--- src/hw/rtl/ppm_p6_stream_decoder_defines.svh ---
// ============================================================================
// ppm_p6_stream_decoder_defines.svh
// Assertion macros used by the PPM P6 parser controller (ppm_p6_ctrl).
// ============================================================================
`ifndef PPM_P6_STREAM_DECODER_DEFINES_SVH
`define PPM_P6_STREAM_DECODER_DEFINES_SVH

// Same-cycle implication, disabled while reset is low.
`define PPM_P6_ASSERT_NOW(label, clk, rst_n, ante, cons) \
    label: assert property (@(posedge clk) disable iff (!(rst_n)) (ante) |-> (cons)) \
        else $error("ppm_p6: same-cycle check failed");

// Next-cycle implication, disabled while reset is low.
`define PPM_P6_ASSERT_NEXT(label, clk, rst_n, ante, cons) \
    label: assert property (@(posedge clk) disable iff (!(rst_n)) (ante) |=> (cons)) \
        else $error("ppm_p6: next-cycle check failed");

`endif

--- src/hw/rtl/ppm_p6_pkg.sv ---
// ============================================================================
// ppm_p6_pkg
// Types, widths and constants shared by the PPM P6 decoder modules.
// ============================================================================
package ppm_p6_pkg;

    localparam int DIM_W      = 12;     // width/height/column/row counters
    localparam int MAX_DIM    = 4095;
    localparam int MAX_FRAMES = 16;
    localparam int F_W        = 5;      // frame count 1..MAX_FRAMES
    localparam int FRAME_W    = 4;      // frame index
    localparam int SKIP_W     = 6;      // leftover bytes per row
    localparam int CNT_W      = $clog2(DIM_W + 1);

    localparam logic [7:0] CH_P    = 8'h50;
    localparam logic [7:0] CH_SIX  = 8'h36;
    localparam logic [7:0] CH_HASH = 8'h23;
    localparam logic [7:0] CH_ZERO = 8'h30;
    localparam logic [7:0] CH_LF   = 8'h0A;
    localparam logic [DIM_W-1:0] MAXVAL_OK = DIM_W'(255);

    localparam logic [1:0] KIND_PIXEL  = 2'd0;
    localparam logic [1:0] KIND_HEADER = 2'd1;
    localparam logic [1:0] KIND_ERROR  = 2'd2;

    // controller -> datapath
    typedef struct packed {
        logic       emit;
        logic [1:0] kind;
        logic       last;
        logic       acc_ld;
        logic       acc_add;
        logic       wid_ld;
        logic       hgt_ld;
        logic       div_start;
        logic       red_ld;
        logic       green_ld;
        logic       chan_wr;
        logic [1:0] chan_val;
        logic       pix_step;
        logic       skip_ld;
        logic       skip_dec;
        logic       row_clr;
        logic       row_inc;
        logic       row_begin;
    } t_cmd;

    // datapath -> controller
    typedef struct packed {
        logic       busy;
        logic       add_ovf;
        logic       acc_255;
        logic [1:0] chan;
        logic       col_last;
        logic       frame_last;
        logic       row_last;
        logic       h_zero;
        logic       fw_zero;
        logic       skip_nz;
        logic       skip_end;
    } t_stat;

    typedef struct packed {
        logic [1:0]         kind;
        logic [FRAME_W-1:0] frame;
        logic [DIM_W-1:0]   col;
        logic [DIM_W-1:0]   row;
        logic [7:0]         red;
        logic [7:0]         green;
        logic [7:0]         blue;
        logic               last;
    } t_result;

endpackage

--- src/hw/rtl/ppm_p6_div.sv ---
// ============================================================================
// ppm_p6_div
// Restoring divider, one quotient bit per cycle: width / frame count.
// ============================================================================
module ppm_p6_div (
    input  logic                          i_clk,
    input  logic                          i_rst_n,
    input  logic                          i_start,
    input  logic [ppm_p6_pkg::DIM_W-1:0]  i_dividend,
    input  logic [ppm_p6_pkg::F_W-1:0]    i_divisor,
    output logic                          o_busy,
    output logic                          o_done,
    output logic [ppm_p6_pkg::DIM_W-1:0]  o_quo,
    output logic [ppm_p6_pkg::F_W-1:0]    o_rem
);
    import ppm_p6_pkg::*;

    logic               r_busy;
    logic [CNT_W-1:0]   r_cnt;
    logic [F_W-1:0]     r_div;
    logic [DIM_W-1:0]   r_quo;
    logic [F_W-1:0]     r_rem;

    logic [F_W:0]       trial;
    logic               ge;
    logic [DIM_W-1:0]   n_quo;
    logic [F_W-1:0]     n_rem;

    always_comb begin
        trial = {r_rem, r_quo[DIM_W-1]};
        ge    = (trial >= {1'b0, r_div});
        n_rem = ge ? F_W'(trial - {1'b0, r_div}) : trial[F_W-1:0];
        n_quo = {r_quo[DIM_W-2:0], ge};
    end

    always_ff @(posedge i_clk) begin
        if (!i_rst_n) begin
            r_busy <= 1'b0;
            r_cnt  <= '0;
        end else if (i_start) begin
            r_busy <= 1'b1;
            r_cnt  <= CNT_W'(DIM_W);
        end else if (r_busy) begin
            r_cnt <= r_cnt - 1'b1;
            if (r_cnt == CNT_W'(1)) begin
                r_busy <= 1'b0;
            end
        end
    end

    always_ff @(posedge i_clk) begin
        if (i_start) begin
            r_quo <= i_dividend;
            r_rem <= '0;
            r_div <= i_divisor;
        end else if (r_busy) begin
            r_quo <= n_quo;
            r_rem <= n_rem;
        end
    end

    assign o_busy = r_busy;
    assign o_done = r_busy && (r_cnt == CNT_W'(1));
    assign o_quo  = n_quo;
    assign o_rem  = n_rem;

endmodule

--- src/hw/rtl/ppm_p6_ctrl.sv ---
// ============================================================================
// ppm_p6_ctrl
// Parser state machine: header syntax, pixel and row sequencing.
// ============================================================================
`include "ppm_p6_stream_decoder_defines.svh"

module ppm_p6_ctrl (
    input  logic                 i_clk,
    input  logic                 i_rst_n,
    input  logic                 i_accept,
    input  logic [7:0]           i_byte,
    input  logic                 i_sof,
    input  logic                 i_out_free,
    input  ppm_p6_pkg::t_stat    i_stat,
    output ppm_p6_pkg::t_cmd     o_cmd,
    output logic                 o_in_ready
);
    import ppm_p6_pkg::*;

    localparam logic [3:0] PH_P      = 4'd0;
    localparam logic [3:0] PH_6      = 4'd1;
    localparam logic [3:0] PH_SEP    = 4'd2;
    localparam logic [3:0] PH_SKIP_W = 4'd3;
    localparam logic [3:0] PH_NUM_W  = 4'd4;
    localparam logic [3:0] PH_SKIP_H = 4'd5;
    localparam logic [3:0] PH_NUM_H  = 4'd6;
    localparam logic [3:0] PH_SKIP_M = 4'd7;
    localparam logic [3:0] PH_NUM_M  = 4'd8;
    localparam logic [3:0] PH_PIXEL  = 4'd9;
    localparam logic [3:0] PH_RSKIP  = 4'd10;
    localparam logic [3:0] PH_IDLE   = 4'd11;
    localparam logic [3:0] PH_DIV    = 4'd12;
    localparam logic [3:0] PH_HDR    = 4'd13;

    logic [3:0] r_phase, n_phase;
    logic       r_in_comment, n_in_comment;

    logic [3:0] ph;
    logic       com;
    logic       pass;
    logic       is_ws;
    logic       is_digit;
    logic [3:0] tail_phase;   // begin_row outcome when rows remain
    logic       tail_skip;

    always_comb begin
        is_ws    = (i_byte inside {8'd32, [8'd9:8'd13]});
        is_digit = (i_byte inside {[8'h30:8'h39]});
        tail_skip  = i_stat.fw_zero && i_stat.skip_nz;
        tail_phase = !i_stat.fw_zero ? PH_PIXEL : (i_stat.skip_nz ? PH_RSKIP : PH_IDLE);
    end

    always_comb begin
        o_cmd        = '0;
        n_phase      = r_phase;
        n_in_comment = r_in_comment;
        ph           = i_sof ? PH_P : r_phase;
        com          = i_sof ? 1'b0 : r_in_comment;
        pass         = 1'b1;

        if (i_accept) begin
            if (i_sof) begin
                n_in_comment = 1'b0;
            end
            // comments count as whitespace between header fields
            if (ph inside {[PH_SEP:PH_NUM_M]}) begin
                if (com) begin
                    if (i_byte != CH_LF) begin
                        pass = 1'b0;
                    end else begin
                        n_in_comment = 1'b0;
                    end
                end else if (i_byte == CH_HASH) begin
                    n_in_comment = 1'b1;
                    pass = 1'b0;
                end
            end

            if (pass) begin
                n_phase = ph;
                case (ph)
                    PH_P: begin
                        n_phase = (i_byte == CH_P) ? PH_6 : PH_IDLE;
                        o_cmd.emit = (i_byte != CH_P);
                    end
                    PH_6: begin
                        n_phase = (i_byte == CH_SIX) ? PH_SEP : PH_IDLE;
                        o_cmd.emit = (i_byte != CH_SIX);
                    end
                    PH_SEP: begin
                        n_phase = is_ws ? PH_SKIP_W : PH_IDLE;
                        o_cmd.emit = !is_ws;
                    end
                    PH_SKIP_W, PH_SKIP_H, PH_SKIP_M: begin
                        if (is_digit) begin
                            o_cmd.acc_ld = 1'b1;
                            n_phase = ph + 4'd1;
                        end else if (!is_ws) begin
                            o_cmd.emit = 1'b1;
                            n_phase = PH_IDLE;
                        end
                    end
                    PH_NUM_W, PH_NUM_H, PH_NUM_M: begin
                        if (is_digit) begin
                            if (i_stat.add_ovf) begin
                                o_cmd.emit = 1'b1;
                                n_phase = PH_IDLE;
                            end else begin
                                o_cmd.acc_add = 1'b1;
                            end
                        end else if (!is_ws) begin
                            o_cmd.emit = 1'b1;
                            n_phase = PH_IDLE;
                        end else if (ph == PH_NUM_W) begin
                            o_cmd.wid_ld = 1'b1;
                            n_phase = PH_SKIP_H;
                        end else if (ph == PH_NUM_H) begin
                            o_cmd.hgt_ld = 1'b1;
                            n_phase = PH_SKIP_M;
                        end else if (!i_stat.acc_255) begin
                            o_cmd.emit = 1'b1;
                            n_phase = PH_IDLE;
                        end else begin
                            o_cmd.div_start = 1'b1;
                            n_phase = PH_DIV;
                        end
                    end
                    PH_PIXEL: begin
                        if (i_stat.chan == 2'd1) begin
                            o_cmd.green_ld = 1'b1;
                            o_cmd.chan_wr  = 1'b1;
                            o_cmd.chan_val = 2'd2;
                        end else if (i_stat.chan != 2'd2) begin
                            o_cmd.red_ld   = 1'b1;
                            o_cmd.chan_wr  = 1'b1;
                            o_cmd.chan_val = 2'd1;
                        end else begin
                            o_cmd.emit     = 1'b1;
                            o_cmd.kind     = KIND_PIXEL;
                            o_cmd.chan_wr  = 1'b1;
                            o_cmd.chan_val = 2'd0;
                            o_cmd.pix_step = 1'b1;
                            if (i_stat.col_last && i_stat.frame_last) begin
                                if (i_stat.row_last) begin
                                    o_cmd.last = 1'b1;
                                    n_phase = PH_IDLE;
                                end else if (i_stat.skip_nz) begin
                                    o_cmd.skip_ld = 1'b1;
                                    n_phase = PH_RSKIP;
                                end else begin
                                    o_cmd.row_inc   = 1'b1;
                                    o_cmd.row_begin = 1'b1;
                                end
                            end
                        end
                    end
                    PH_RSKIP: begin
                        o_cmd.skip_dec = 1'b1;
                        if (i_stat.skip_end) begin
                            o_cmd.row_inc   = 1'b1;
                            o_cmd.row_begin = 1'b1;
                            if (i_stat.row_last) begin
                                n_phase = PH_IDLE;
                            end else begin
                                n_phase = tail_phase;
                                o_cmd.skip_ld = tail_skip;
                            end
                        end
                    end
                    default: begin
                    end
                endcase
                if (o_cmd.emit && (o_cmd.kind != KIND_PIXEL || ph != PH_PIXEL)) begin
                    // every emit outside the pixel phase is a format error
                    o_cmd.kind   = KIND_ERROR;
                    n_in_comment = 1'b0;
                end
            end
        end else if (r_phase == PH_DIV) begin
            if (!i_stat.busy) begin
                n_phase = PH_HDR;
            end
        end else if (r_phase == PH_HDR && i_out_free) begin
            o_cmd.emit      = 1'b1;
            o_cmd.kind      = KIND_HEADER;
            o_cmd.row_clr   = 1'b1;
            o_cmd.row_begin = 1'b1;
            if (i_stat.h_zero) begin
                n_phase = PH_IDLE;
            end else begin
                n_phase = tail_phase;
                o_cmd.skip_ld = tail_skip;
            end
        end
    end

    always_ff @(posedge i_clk) begin
        if (!i_rst_n) begin
            r_phase      <= PH_P;
            r_in_comment <= 1'b0;
        end else begin
            r_phase      <= n_phase;
            r_in_comment <= n_in_comment;
        end
    end

    assign o_in_ready = !(r_phase == PH_DIV || r_phase == PH_HDR) && !i_stat.busy;

    `PPM_P6_ASSERT_NOW(a_emit_source, i_clk, i_rst_n, (!i_accept && r_phase != PH_HDR), (!o_cmd.emit))
    `PPM_P6_ASSERT_NEXT(a_div_follows, i_clk, i_rst_n, o_cmd.div_start, (r_phase == PH_DIV && i_stat.busy))
    `PPM_P6_ASSERT_NEXT(a_last_idles, i_clk, i_rst_n, (o_cmd.emit && o_cmd.last), (r_phase == PH_IDLE))

endmodule

--- src/hw/rtl/ppm_p6_dp.sv ---
// ============================================================================
// ppm_p6_dp
// Datapath: number accumulator, image geometry, pixel counters, divider.
// ============================================================================
module ppm_p6_dp (
    input  logic                          i_clk,
    input  logic                          i_rst_n,
    input  ppm_p6_pkg::t_cmd              i_cmd,
    input  logic [7:0]                    i_byte,
    input  logic [ppm_p6_pkg::F_W-1:0]    i_f_now,
    input  logic                          i_cfg_start,
    input  logic [ppm_p6_pkg::F_W-1:0]    i_div_f,
    output ppm_p6_pkg::t_stat             o_stat,
    output ppm_p6_pkg::t_result           o_result
);
    import ppm_p6_pkg::*;

    logic [DIM_W-1:0]   r_acc;
    logic [DIM_W-1:0]   r_width;
    logic [DIM_W-1:0]   r_height;
    logic [DIM_W-1:0]   r_fw;
    logic [F_W-1:0]     r_rem;
    logic [DIM_W-1:0]   r_col;
    logic [DIM_W-1:0]   r_row;
    logic [FRAME_W-1:0] r_frame;
    logic [1:0]         r_chan;
    logic [7:0]         r_red;
    logic [7:0]         r_green;
    logic [SKIP_W-1:0]  r_skip;
    logic               r_hdr_div;

    logic [3:0]         digit;
    logic [DIM_W+3:0]   acc_sum;
    logic [SKIP_W-1:0]  row_skip;
    logic               div_busy;
    logic               div_done;
    logic [DIM_W-1:0]   div_quo;
    logic [F_W-1:0]     div_rem;

    always_comb begin
        digit    = 4'(i_byte - CH_ZERO);
        acc_sum  = ({4'b0, r_acc} << 3) + ({4'b0, r_acc} << 1) + (DIM_W+4)'(digit);
        row_skip = ({1'b0, r_rem} << 1) + SKIP_W'(r_rem);
    end

    ppm_p6_div u_div (
        .i_clk      (i_clk),
        .i_rst_n    (i_rst_n),
        .i_start    (i_cmd.div_start || i_cfg_start),
        .i_dividend (r_width),
        .i_divisor  (i_div_f),
        .o_busy     (div_busy),
        .o_done     (div_done),
        .o_quo      (div_quo),
        .o_rem      (div_rem)
    );

    always_ff @(posedge i_clk) begin
        if (!i_rst_n) begin
            r_hdr_div <= 1'b0;
        end else if (i_cmd.div_start || i_cfg_start) begin
            r_hdr_div <= i_cmd.div_start;
        end
    end

    always_ff @(posedge i_clk) begin
        if (i_cmd.acc_ld) begin
            r_acc <= DIM_W'(digit);
        end else if (i_cmd.acc_add) begin
            r_acc <= acc_sum[DIM_W-1:0];
        end
        if (i_cmd.wid_ld) begin
            r_width <= r_acc;
        end
        if (i_cmd.hgt_ld) begin
            r_height <= r_acc;
        end
        if (div_done) begin
            r_rem <= div_rem;
            if (r_hdr_div) begin
                r_fw <= div_quo;
            end
        end
        if (i_cmd.red_ld) begin
            r_red <= i_byte;
        end
        if (i_cmd.green_ld) begin
            r_green <= i_byte;
        end

        if (i_cmd.pix_step) begin
            if (o_stat.col_last) begin
                r_col <= '0;
                if (!o_stat.frame_last) begin
                    r_frame <= r_frame + 1'b1;
                end
            end else begin
                r_col <= r_col + 1'b1;
            end
        end
        if (i_cmd.chan_wr) begin
            r_chan <= i_cmd.chan_val;
        end
        if (i_cmd.row_begin) begin
            r_col   <= '0;
            r_frame <= '0;
            r_chan  <= 2'd0;
        end

        if (i_cmd.row_clr) begin
            r_row <= '0;
        end else if (i_cmd.row_inc) begin
            r_row <= r_row + 1'b1;
        end

        if (i_cmd.skip_ld) begin
            r_skip <= row_skip;
        end else if (i_cmd.skip_dec && r_skip != '0) begin
            r_skip <= r_skip - 1'b1;
        end
    end

    always_comb begin
        o_stat            = '0;
        o_stat.busy       = div_busy;
        o_stat.add_ovf    = (acc_sum > (DIM_W+4)'(MAX_DIM));
        o_stat.acc_255    = (r_acc == MAXVAL_OK);
        o_stat.chan       = r_chan;
        o_stat.col_last   = ({1'b0, r_col} + 1'b1) >= {1'b0, r_fw};
        o_stat.frame_last = ({1'b0, r_frame} + 1'b1) >= i_f_now;
        o_stat.row_last   = ({1'b0, r_row} + 1'b1) >= {1'b0, r_height};
        o_stat.h_zero     = (r_height == '0);
        o_stat.fw_zero    = (r_fw == '0);
        o_stat.skip_nz    = (r_rem != '0);
        o_stat.skip_end   = (r_skip <= SKIP_W'(1));
    end

    always_comb begin
        o_result      = '0;
        o_result.kind = i_cmd.kind;
        case (i_cmd.kind)
            KIND_PIXEL: begin
                o_result.frame = r_frame;
                o_result.col   = r_col;
                o_result.row   = r_row;
                o_result.red   = r_red;
                o_result.green = r_green;
                o_result.blue  = i_byte;
                o_result.last  = i_cmd.last;
            end
            KIND_HEADER: begin
                o_result.col = r_fw;
                o_result.row = r_height;
            end
            default: begin
            end
        endcase
    end

endmodule

--- src/hw/rtl/ppm_p6_stream_decoder.sv ---
// ============================================================================
// ppm_p6_stream_decoder
// Binary PPM (P6) byte-stream parser that splits image rows into frames.
// ============================================================================
// Bytes of a P6 file enter on the s_axis side, one item per byte, with tuser
// set on the first byte of a file (this restarts the parser). The header
// "P6", width, height and maxval (must be 255) is checked; whitespace and
// '#' comments separate the fields. A syntax error or a value above 4095
// gives one error item and input is then dropped until the next tuser.
// Once the header is done the block computes the frame width
// (width / frames_across) on a bit-serial divider, which holds s_axis_tready
// low through its 12 divide steps and a handover step, then sends one
// header item (tdata col = frame width, row = height). After that every RGB
// byte triple inside a frame gives one pixel item; tlast marks the final
// pixel of the image, and the leftover pixels of each row are consumed
// without output. Apart from that divide and the header item, one byte
// is taken per cycle. Results sit in an output register; a new byte
// is taken only while that register is empty or being drained, so a result
// the receiver does not take holds off the input.
// frames_across (cfg channel; 0 acts as 1, above 16 as 16) is written by the
// user only while the block has no work pending; the block does not enforce
// this. Each write reruns the row-remainder divide, holding off input and cfg.
// ============================================================================
module ppm_p6_stream_decoder (
    input  logic        i_clk,
    input  logic        i_rst_n,
    // input byte stream
    input  logic        s_axis_tvalid,
    output logic        s_axis_tready,
    input  logic [7:0]  s_axis_tdata,   // [7:0] in_byte
    input  logic        s_axis_tuser,   // [0] start_of_file
    // result stream
    output logic        m_axis_tvalid,
    input  logic        m_axis_tready,
    output logic [55:0] m_axis_tdata,   // [3:0] frame, [15:4] col, [27:16] row,
                                        // [35:28] red, [43:36] green,
                                        // [51:44] blue, [55:52] zero
    output logic [1:0]  m_axis_tuser,   // [1:0] kind
    output logic        m_axis_tlast,   // last pixel of the image
    // configuration: frames_across
    input  logic        i_cfg_valid,
    output logic        o_cfg_ready,
    input  logic [4:0]  i_cfg_data
);
    import ppm_p6_pkg::*;

    t_cmd           cmd;
    t_stat          stat;
    t_result        result;

    logic [F_W-1:0] r_frames;       // clamped frames_across
    t_result        r_out;
    logic           r_out_valid;

    logic           out_free;
    logic           in_ready;
    logic           in_accept;
    logic           cfg_accept;
    logic [F_W-1:0] cfg_clamped;
    logic [F_W-1:0] div_f;

    always_comb begin
        if (i_cfg_data == '0) begin
            cfg_clamped = F_W'(1);
        end else if (i_cfg_data > F_W'(MAX_FRAMES)) begin
            cfg_clamped = F_W'(MAX_FRAMES);
        end else begin
            cfg_clamped = i_cfg_data;
        end
    end

    assign out_free      = !r_out_valid || m_axis_tready;
    assign s_axis_tready = in_ready && out_free;
    assign in_accept     = s_axis_tvalid && s_axis_tready;
    assign o_cfg_ready   = !stat.busy;
    assign cfg_accept    = i_cfg_valid && o_cfg_ready;
    // a config write reruns the remainder with the new count right away
    assign div_f         = cfg_accept ? cfg_clamped : r_frames;

    always_ff @(posedge i_clk) begin
        if (!i_rst_n) begin
            r_frames <= F_W'(1);
        end else if (cfg_accept) begin
            r_frames <= cfg_clamped;
        end
    end

    ppm_p6_ctrl u_ctrl (
        .i_clk      (i_clk),
        .i_rst_n    (i_rst_n),
        .i_accept   (in_accept),
        .i_byte     (s_axis_tdata),
        .i_sof      (s_axis_tuser),
        .i_out_free (out_free),
        .i_stat     (stat),
        .o_cmd      (cmd),
        .o_in_ready (in_ready)
    );

    ppm_p6_dp u_dp (
        .i_clk       (i_clk),
        .i_rst_n     (i_rst_n),
        .i_cmd       (cmd),
        .i_byte      (s_axis_tdata),
        .i_f_now     (r_frames),
        .i_cfg_start (cfg_accept),
        .i_div_f     (div_f),
        .o_stat      (stat),
        .o_result    (result)
    );

    // output register: emit only happens when out_free
    always_ff @(posedge i_clk) begin
        if (!i_rst_n) begin
            r_out_valid <= 1'b0;
        end else if (cmd.emit) begin
            r_out_valid <= 1'b1;
        end else if (m_axis_tready) begin
            r_out_valid <= 1'b0;
        end
    end

    always_ff @(posedge i_clk) begin
        if (cmd.emit) begin
            r_out <= result;
        end
    end

    assign m_axis_tvalid = r_out_valid;
    assign m_axis_tuser  = r_out.kind;
    assign m_axis_tlast  = r_out.last;
    assign m_axis_tdata  = {4'b0, r_out.blue, r_out.green, r_out.red,
                            r_out.row, r_out.col, r_out.frame};

endmodule
--- config.mk ---
export PLATFORM = sky130hd
export DESIGN_NAME = ppm_p6_stream_decoder
export DESIGN_NICKNAME = d
export VERILOG_FILES = /design/src/hw/rtl/ppm_p6_pkg.sv /design/src/hw/rtl/ppm_p6_div.sv /design/src/hw/rtl/ppm_p6_ctrl.sv /design/src/hw/rtl/ppm_p6_dp.sv /design/src/hw/rtl/ppm_p6_stream_decoder.sv
export VERILOG_INCLUDE_DIRS = /design/src /design/src/hw/rtl
export SDC_FILE = /design/constraint.sdc
export NUM_CORES = 1
export LEC_CHECK = 0
export BUFFER_PORTS_ARGS = -buffer_cell sky130_fd_sc_hd__clkbuf_2
export CAP_MARGIN = 30
export CORE_MARGIN = 3
export CORE_UTILIZATION = 50
export DETAILED_ROUTE_END_ITERATION = 16
export PLACE_DENSITY = 0.65
export SETUP_SLACK_MARGIN = 0.02
export SLEW_MARGIN = 20
export SYNTH_ARGS = -nofsm -noshare
export SYNTH_HDL_FRONTEND = slang
export SYNTH_SLANG_ARGS = --single-unit
export TNS_END_PERCENT = 30
--- constraint.sdc ---
create_clock -name i_clk -period 5.55 [get_ports i_clk]
set_input_delay 0.555 -clock i_clk [delete_from_list [all_inputs] [get_ports i_clk]]
set_output_delay 0.555 -clock i_clk [all_outputs]
set_load 0.01 [all_outputs]
* Word-level counts from Yosys, hierarchy flattened *
Index checks and enable logic that the tools add are counted.

cells by class
  add/subtract/negate cells = 14
  equality and inequality tests = 27
  reductions and logical operators = 42
  bitwise operators = 2
  $lt $le $gt $ge = 13
  muxes and demuxes = 128

operators by type and width
  operator                                                                number
  4-bit two-way mux                                                       32
  1-bit two-way mux                                                       58
  24-bit case mux with 2 select lines                                     1
  12-bit two-way mux                                                      3
  3-bit two-way mux                                                       10
  4-bit case mux with 7 select lines                                      1
  12-bit by 1-bit adder with 13-bit output, second input constant         2
  13-bit by 12-bit >= comparator with 1-bit output                        2
  12-bit by 1-bit adder with 12-bit output, second input constant         2
  8-bit by 6-bit equality test with 1-bit output, second input constant   3
  12-bit zero test                                                        2
  2-bit two-way mux                                                       11
  4-bit equality test, second input constant                              5
  5-bit two-way mux                                                       4
  6-bit two-way mux                                                       3
  17-bit two-way mux                                                      1
  15-bit by 13-bit adder with 16-bit output                               1
  16-bit by 4-bit adder with 16-bit output                                1
  4-bit by 3-bit equality test with 1-bit output, second input constant   4
  16-bit by 12-bit > comparator with 1-bit output, second input constant  1
  1-bit logical AND                                                       13
  12-bit by 8-bit equality test with 1-bit output, second input constant  1
  2-bit nonzero test                                                      6
  11-bit two-way mux                                                      1
  other kinds (43)                                                        58

word-level totals
  word-level logic and storage cells = 258
  bits in registers = 199

* Logic depth before layout (Yosys ltp) *
  word-level depth = 18
  gate-level depth with buffers = 17

* By module *
A second synthesis with hierarchy kept.

unflattened totals
  cells, all modules = 1056
  area, all modules = 11431.0 um2

modules (own cells, without submodules)
  module                 times used  area an instance (um2)  cells each  seq. area each (um2)
  ppm_p6_dp              1           6522.5                  642         2792.7
  ppm_p6_stream_decoder  1           2035.7                  95          1771.7
  ppm_p6_div             1           1477.7                  128         710.7
  ppm_p6_ctrl            1           1395.1                  191         100.1

* Worst setup path before layout *
Ideal clock, no wire load.

  kind = in2reg
  from = input port s_axis_tdata[3]
  to = register r_out (netlist bit m_axis_tdata[0]), enable pin
  library setup time = 0.637 ns
  arrival time = 3.869 ns
  stages on the path = 11
  data required time = 4.913 ns
  buffers on the path = 0
  setup slack = 1.043 ns
  cell sequence = inv_1 fa_1 inv_1 ha_1 a21o_1 nand4_1 a211o_1 a32o_1 or4b_1 o211ai_2 nand2_1

RTL lines
  item                  RTL line                      source
  from (decl)           ppm_p6_stream_decoder.sv:30   input logic [7:0] s_axis_tdata,
  to (signal assigned)  ppm_p6_stream_decoder.sv:125  r_out <= result;
  to (decl)             ppm_p6_stream_decoder.sv:52   t_result r_out;

* Worst setup path after layout *
  from = register u_dp.r_row[0]
  to = register u_dp.r_chan[0]

on the way
  word-level cells in the longest chain between the ends = 9

ends and longest elaborated chain
  item                                              RTL line            source
  from (decl)                                       ppm_p6_dp.sv:24     logic [DIM_W-1:0] r_row;
  from (signal assigned)                            ppm_p6_dp.sv:113    r_row <= r_row + 1'b1;
  12-bit by 1-bit adder with 13-bit output          ppm_p6_dp.sv:131    o_stat.row_last = ({1'b0, r_row} + 1'b1) >= {1'b0, r_height};
  13-bit by 12-bit >= comparator with 1-bit output  ppm_p6_dp.sv:131
  2-bit two-way mux                                 ppm_p6_ctrl.sv:144  if (i_stat.row_last) begin
  2-bit two-way mux                                 ppm_p6_ctrl.sv:143  if (i_stat.col_last && i_stat.frame_last) begin
  2-bit two-way mux                                 ppm_p6_ctrl.sv:133  end else if (i_stat.chan != 2'd2) begin
  2-bit two-way mux                                 ppm_p6_ctrl.sv:129  if (i_stat.chan == 2'd1) begin
  2-bit case mux with 2 select lines                ppm_p6_ctrl.sv:81   case (ph)
  2-bit two-way mux                                 ppm_p6_ctrl.sv:79   if (pass) begin
  1-bit two-way mux                                 ppm_p6_ctrl.sv:61   if (i_accept) begin
  to (signal assigned)                              ppm_p6_dp.sv:102    r_chan <= i_cmd.chan_val;
  to (decl)                                         ppm_p6_dp.sv:26     logic [1:0] r_chan;

No other way between the ends.
A chain may end at the register's enable or synchronous reset.

==> impl_metrics.py <==
metrics = {
    "yosys": {
        "yosysWarnings": 0,
        "ys_seq_area_share_pct": 49.1,
        "synthDistinctLibCells": 77,
        "synth.ff_latch_count": 199,
        "synth-async-reset-ratio_pct": 0,
        "avgSynthCellArea_um2": 10.5,
        "syn_inst": 1046,
        "netlist_area_mm2": 0.0109,
        "ys.flop_type": "edfxtp_1",
        "synth_edf_count": 139,
    },
    "min_path": {
        "whs_path_depth": 1,
        "worstHoldEndpoint": "u_dp.r_green[7]",
        "hold_class": "input port to flip-flop",
        "min_from": "s_axis_tdata[7]",
    },
    "floorplanning": {
        "core_region_area_mm2": 0.0213,
        "initial_utilization_pct": 51.4,
        "dieWidth_um": 154,
        "die_area_mm2": 0.0237,
        "rows": 53,
        "die_y_um": 154,
        "io_pins": 81,
    },
    "clock_network": {
        "cts_setup_buffers": 0,
        "cts-resized-gates": 0,
        "clk_path_buf_depth": 2,
        "cts_tree": "done",
        "clock_latency_ps": 440,
        "root_buffer": "clkbuf_16",
        "htreeDepth": 4,
        "cts_hold_buf": 0,
        "cts_sinks": 199,
        "cts-buffers-inserted": 17,
        "clk_pin_slew_ps": 80,
    },
    "critical_path": {
        "cp.arrival_ps": 4750,
        "worst-path-buf-inv": 0,
        "crit_path_top_delay_cell": "nand2_1",
        "cp-start-kind": "flip-flop",
        "crit_family": "simple AND/OR/NAND/NOR gates",
        "timing.rr.start": "u_dp.r_row[0]",
        "end_kind": "flip-flop",
        "cp_num_cells": 15,
        "r2r_cells": 15,
        "crit_required_ps": 5850,
        "critPathKind": "flip-flop to flip-flop",
        "critPathMaxFanout": 18,
        "rrSetupSlack_ps": 1100,
        "crit_path_max_incr_delay_ps": 620,
        "cp_common_cell": "and3_1",
        "crit_path_cell_trace": "nand3_1 -> nor2_1 -> and3_1 -> and3_1 -> nand3_1 -> xnor2_1 -> ha_1 -> and3_1 -> a221oi_1 -> o21ai_0 -> a211oi_1 -> a31oi_1 -> nand2b_1 -> nand2_1 -> nor2_1",
        "r2r-end": "u_dp.r_chan[0]",
    },
    "final_layout": {
        "drive_gt1_share_pct": 14.6,
        "n_antenna_cell": 0,
        "fin_nets": 1211,
        "synthToLayoutAreaGrowth_pct": 10.8,
        "mostFrequentLayoutCells": "edfxtp_1, nand2_1, nor2_1",
        "final_common_cell": "edfxtp_1",
    },
    "global_route": {
        "grt_pass1_vias": 7640,
        "grt_use_total_pct": 22.1,
        "grt_overflow": 0,
        "grt_max_degree": 44,
        "grt_pass1_wl_mm": 42.0,
        "antenna_found_initial": 0,
    },
    "timing": {
        "rsz0062_at_grt": "false",
        "setup_viol_count_final": 0,
        "setup_tns_ps": 0,
        "final.setup_skew_ps": 12.3,
        "finalHoldViolCount": 0,
        "clock.fmax_mhz": 225,
        "worst_pin_slew_ps": 831,
        "max_slew_margin_pct": 44.5,
        "finalCritPeriodShare_pct": 80.2,
        "fin_crit_ps": 4450,
        "slew_viol_final": 0,
    },
    "power_and_ir_drop": {
        "ir_drop_mv": 0.209,
        "finalPower_w": 0.00340,
        "power.leakage_nw": 5.00,
        "power_density_mw_per_mm2": 281,
    },
    "outcome": {
        "status": "finished clean",
    },
    "routing": {
        "first_iter_violations": 482,
        "viasPerCell": 5.76,
        "dr_total_vias": 8059,
        "drc_errors": 0,
        "routed_wl_mm": 25.7,
        "avgRoutedWirePerCell_um": 18.3,
        "ant_nets": 0,
        "first_pass_iters": 5,
    },
    "place": {
        "dp_hpwl_mm": 19.1,
        "place.gp.congestion": 0.971,
        "portBuffers": 76,
    },
    "job": {
        "drv_cap": 0,
    },
}
layout make-up:
class                   count  area, um^2
fillers                  1849        9170
repair buffers             88         483
clock buffers              19         433
clock inverters            13         159
flip-flops and latches    199        5380
well taps                 275         344
inverters                  70         263
multi-input cells         736        5060
synthesized netlist by cell type, types with 4 or more instances:
cell type  instances  area share, %
nor2b_1            7           0.40
ha_1              76            8.7
mux2i_1           18            1.6
dfxtp_1           60             11
o221ai_1           4           0.32
buf_2              4           0.18
o21a_1             5           0.34
edfxtp_1         139             38
nor2_1            77            2.6
nor3b_1           12           0.82
buf_6              4           0.41
nor4_1            13           0.74
or2_2              5           0.29
and2_1             9           0.51
and3_1            29            1.7
o211ai_1          10           0.69
xnor2_1           22            1.8
and3_2             8           0.55
nand2_1           92            3.2
a22o_1             4           0.32
nor3_1            20           0.92
a211oi_1           8           0.55
o22ai_1           26            1.5
a21boi_0           4           0.27
o21ai_0           44            2.0
buf_4              8           0.55
nand2b_1          26            1.5
fa_1               4           0.73
xor2_1            21            1.7
nand3_1           29            1.3
a21oi_1           45            2.1
clkbuf_1          25           0.86
nand4_1           12           0.69
a31oi_1           12           0.69
inv_1             68            2.3
mux2_2            15            1.5
a21o_1            18            1.2
worst reg2reg max path: stages (launching register included):
cell      delay [ps]
dfxtp_1          430
nand3_1          190
nor2_1           250
and3_1           250
and3_1           250
nand3_1          140
xnor2_1          150
ha_1             290
and3_1           200
a221oi_1         250
o21ai_0          160
a211oi_1         470
a31oi_1          130
nand2b_1         410
nand2_1          620
nor2_1           120
kinds of logic after synthesis:
kind of cell | Yosys count | share of synthesized area [%]
AND/OR/NAND/NOR | 361 | 17.2
AO/OA/AOI/OAI | 215 | 12.8
flip-flops | 199 | 49.1
buffers and inverters | 114 | 4.72
adder cells (fa/ha/maj) | 80 | 9.43
XOR/XNOR | 43 | 3.44
multiplexers | 33 | 3.19
other | 1 | 0.0343
worst max-delay path by stage:
stage | start | endpoint
5_1_grt | u_dp.r_row[0] | u_dp.r_col[4]
3_3_place_gp | s_axis_tdata[3] | m_axis_tdata[13]
2_1_floorplan | s_axis_tdata[3] | m_axis_tdata[0]
4_1_cts | u_dp.r_row[0] | u_dp.r_chan[0]
6_report | u_dp.r_row[0] | u_dp.r_chan[0]
3_5_place_dp | s_axis_tdata[3] | m_axis_tdata[12]
through the flow:
stage / hold WS [ps] / util [%] / cells / setup WS (ps) / area [um^2]
detailed placement: 445 / 54.2 / 1368 / 1050 / 11500
global route: 407 / 56.9 / 1400 / 556 / 12100
global placement: 440 / 54.2 / 1368 / 1160 / 11500
CTS: 390 / 56.9 / 1400 / 1070 / 12100
finish: 410 / 56.9 / 1400 / 1100 / 12100
floorplan: 420 / - / 1049 / 1040 / 10900
registers in the layout (all words and copies together) (netlist names), 4 cells and up:
name              cells
m_axis_tdata         52
u_dp.r_acc           12
u_dp.r_col           12
u_dp.r_fw            12
u_dp.r_height        12
u_dp.r_row           12
u_dp.r_width         12
u_dp.u_div.r_quo     12
u_dp.r_green          8
u_dp.r_red            8
u_dp.r_skip           6
r_frames              5
u_dp.r_rem            5
u_dp.u_div.r_div      5
u_dp.u_div.r_rem      5
u_ctrl.r_phase        4
u_dp.r_frame          4
u_dp.u_div.r_cnt      4
metal layers:
metal,wire (um),global-route usage [%]
met1,12500,33.2
met2,11600,33.8
met3,1320,3.60
met4,199,5.00
met5,0,0
report_power, final:
part,total (W),switching [W],internal [W]
combinational,0.000413,0.000254,0.000159
sequential,0.00174,0.0000471,0.00169
clock,0.00125,0.000606,0.000645
Note: power is estimated with default switching activity, not from simulation.
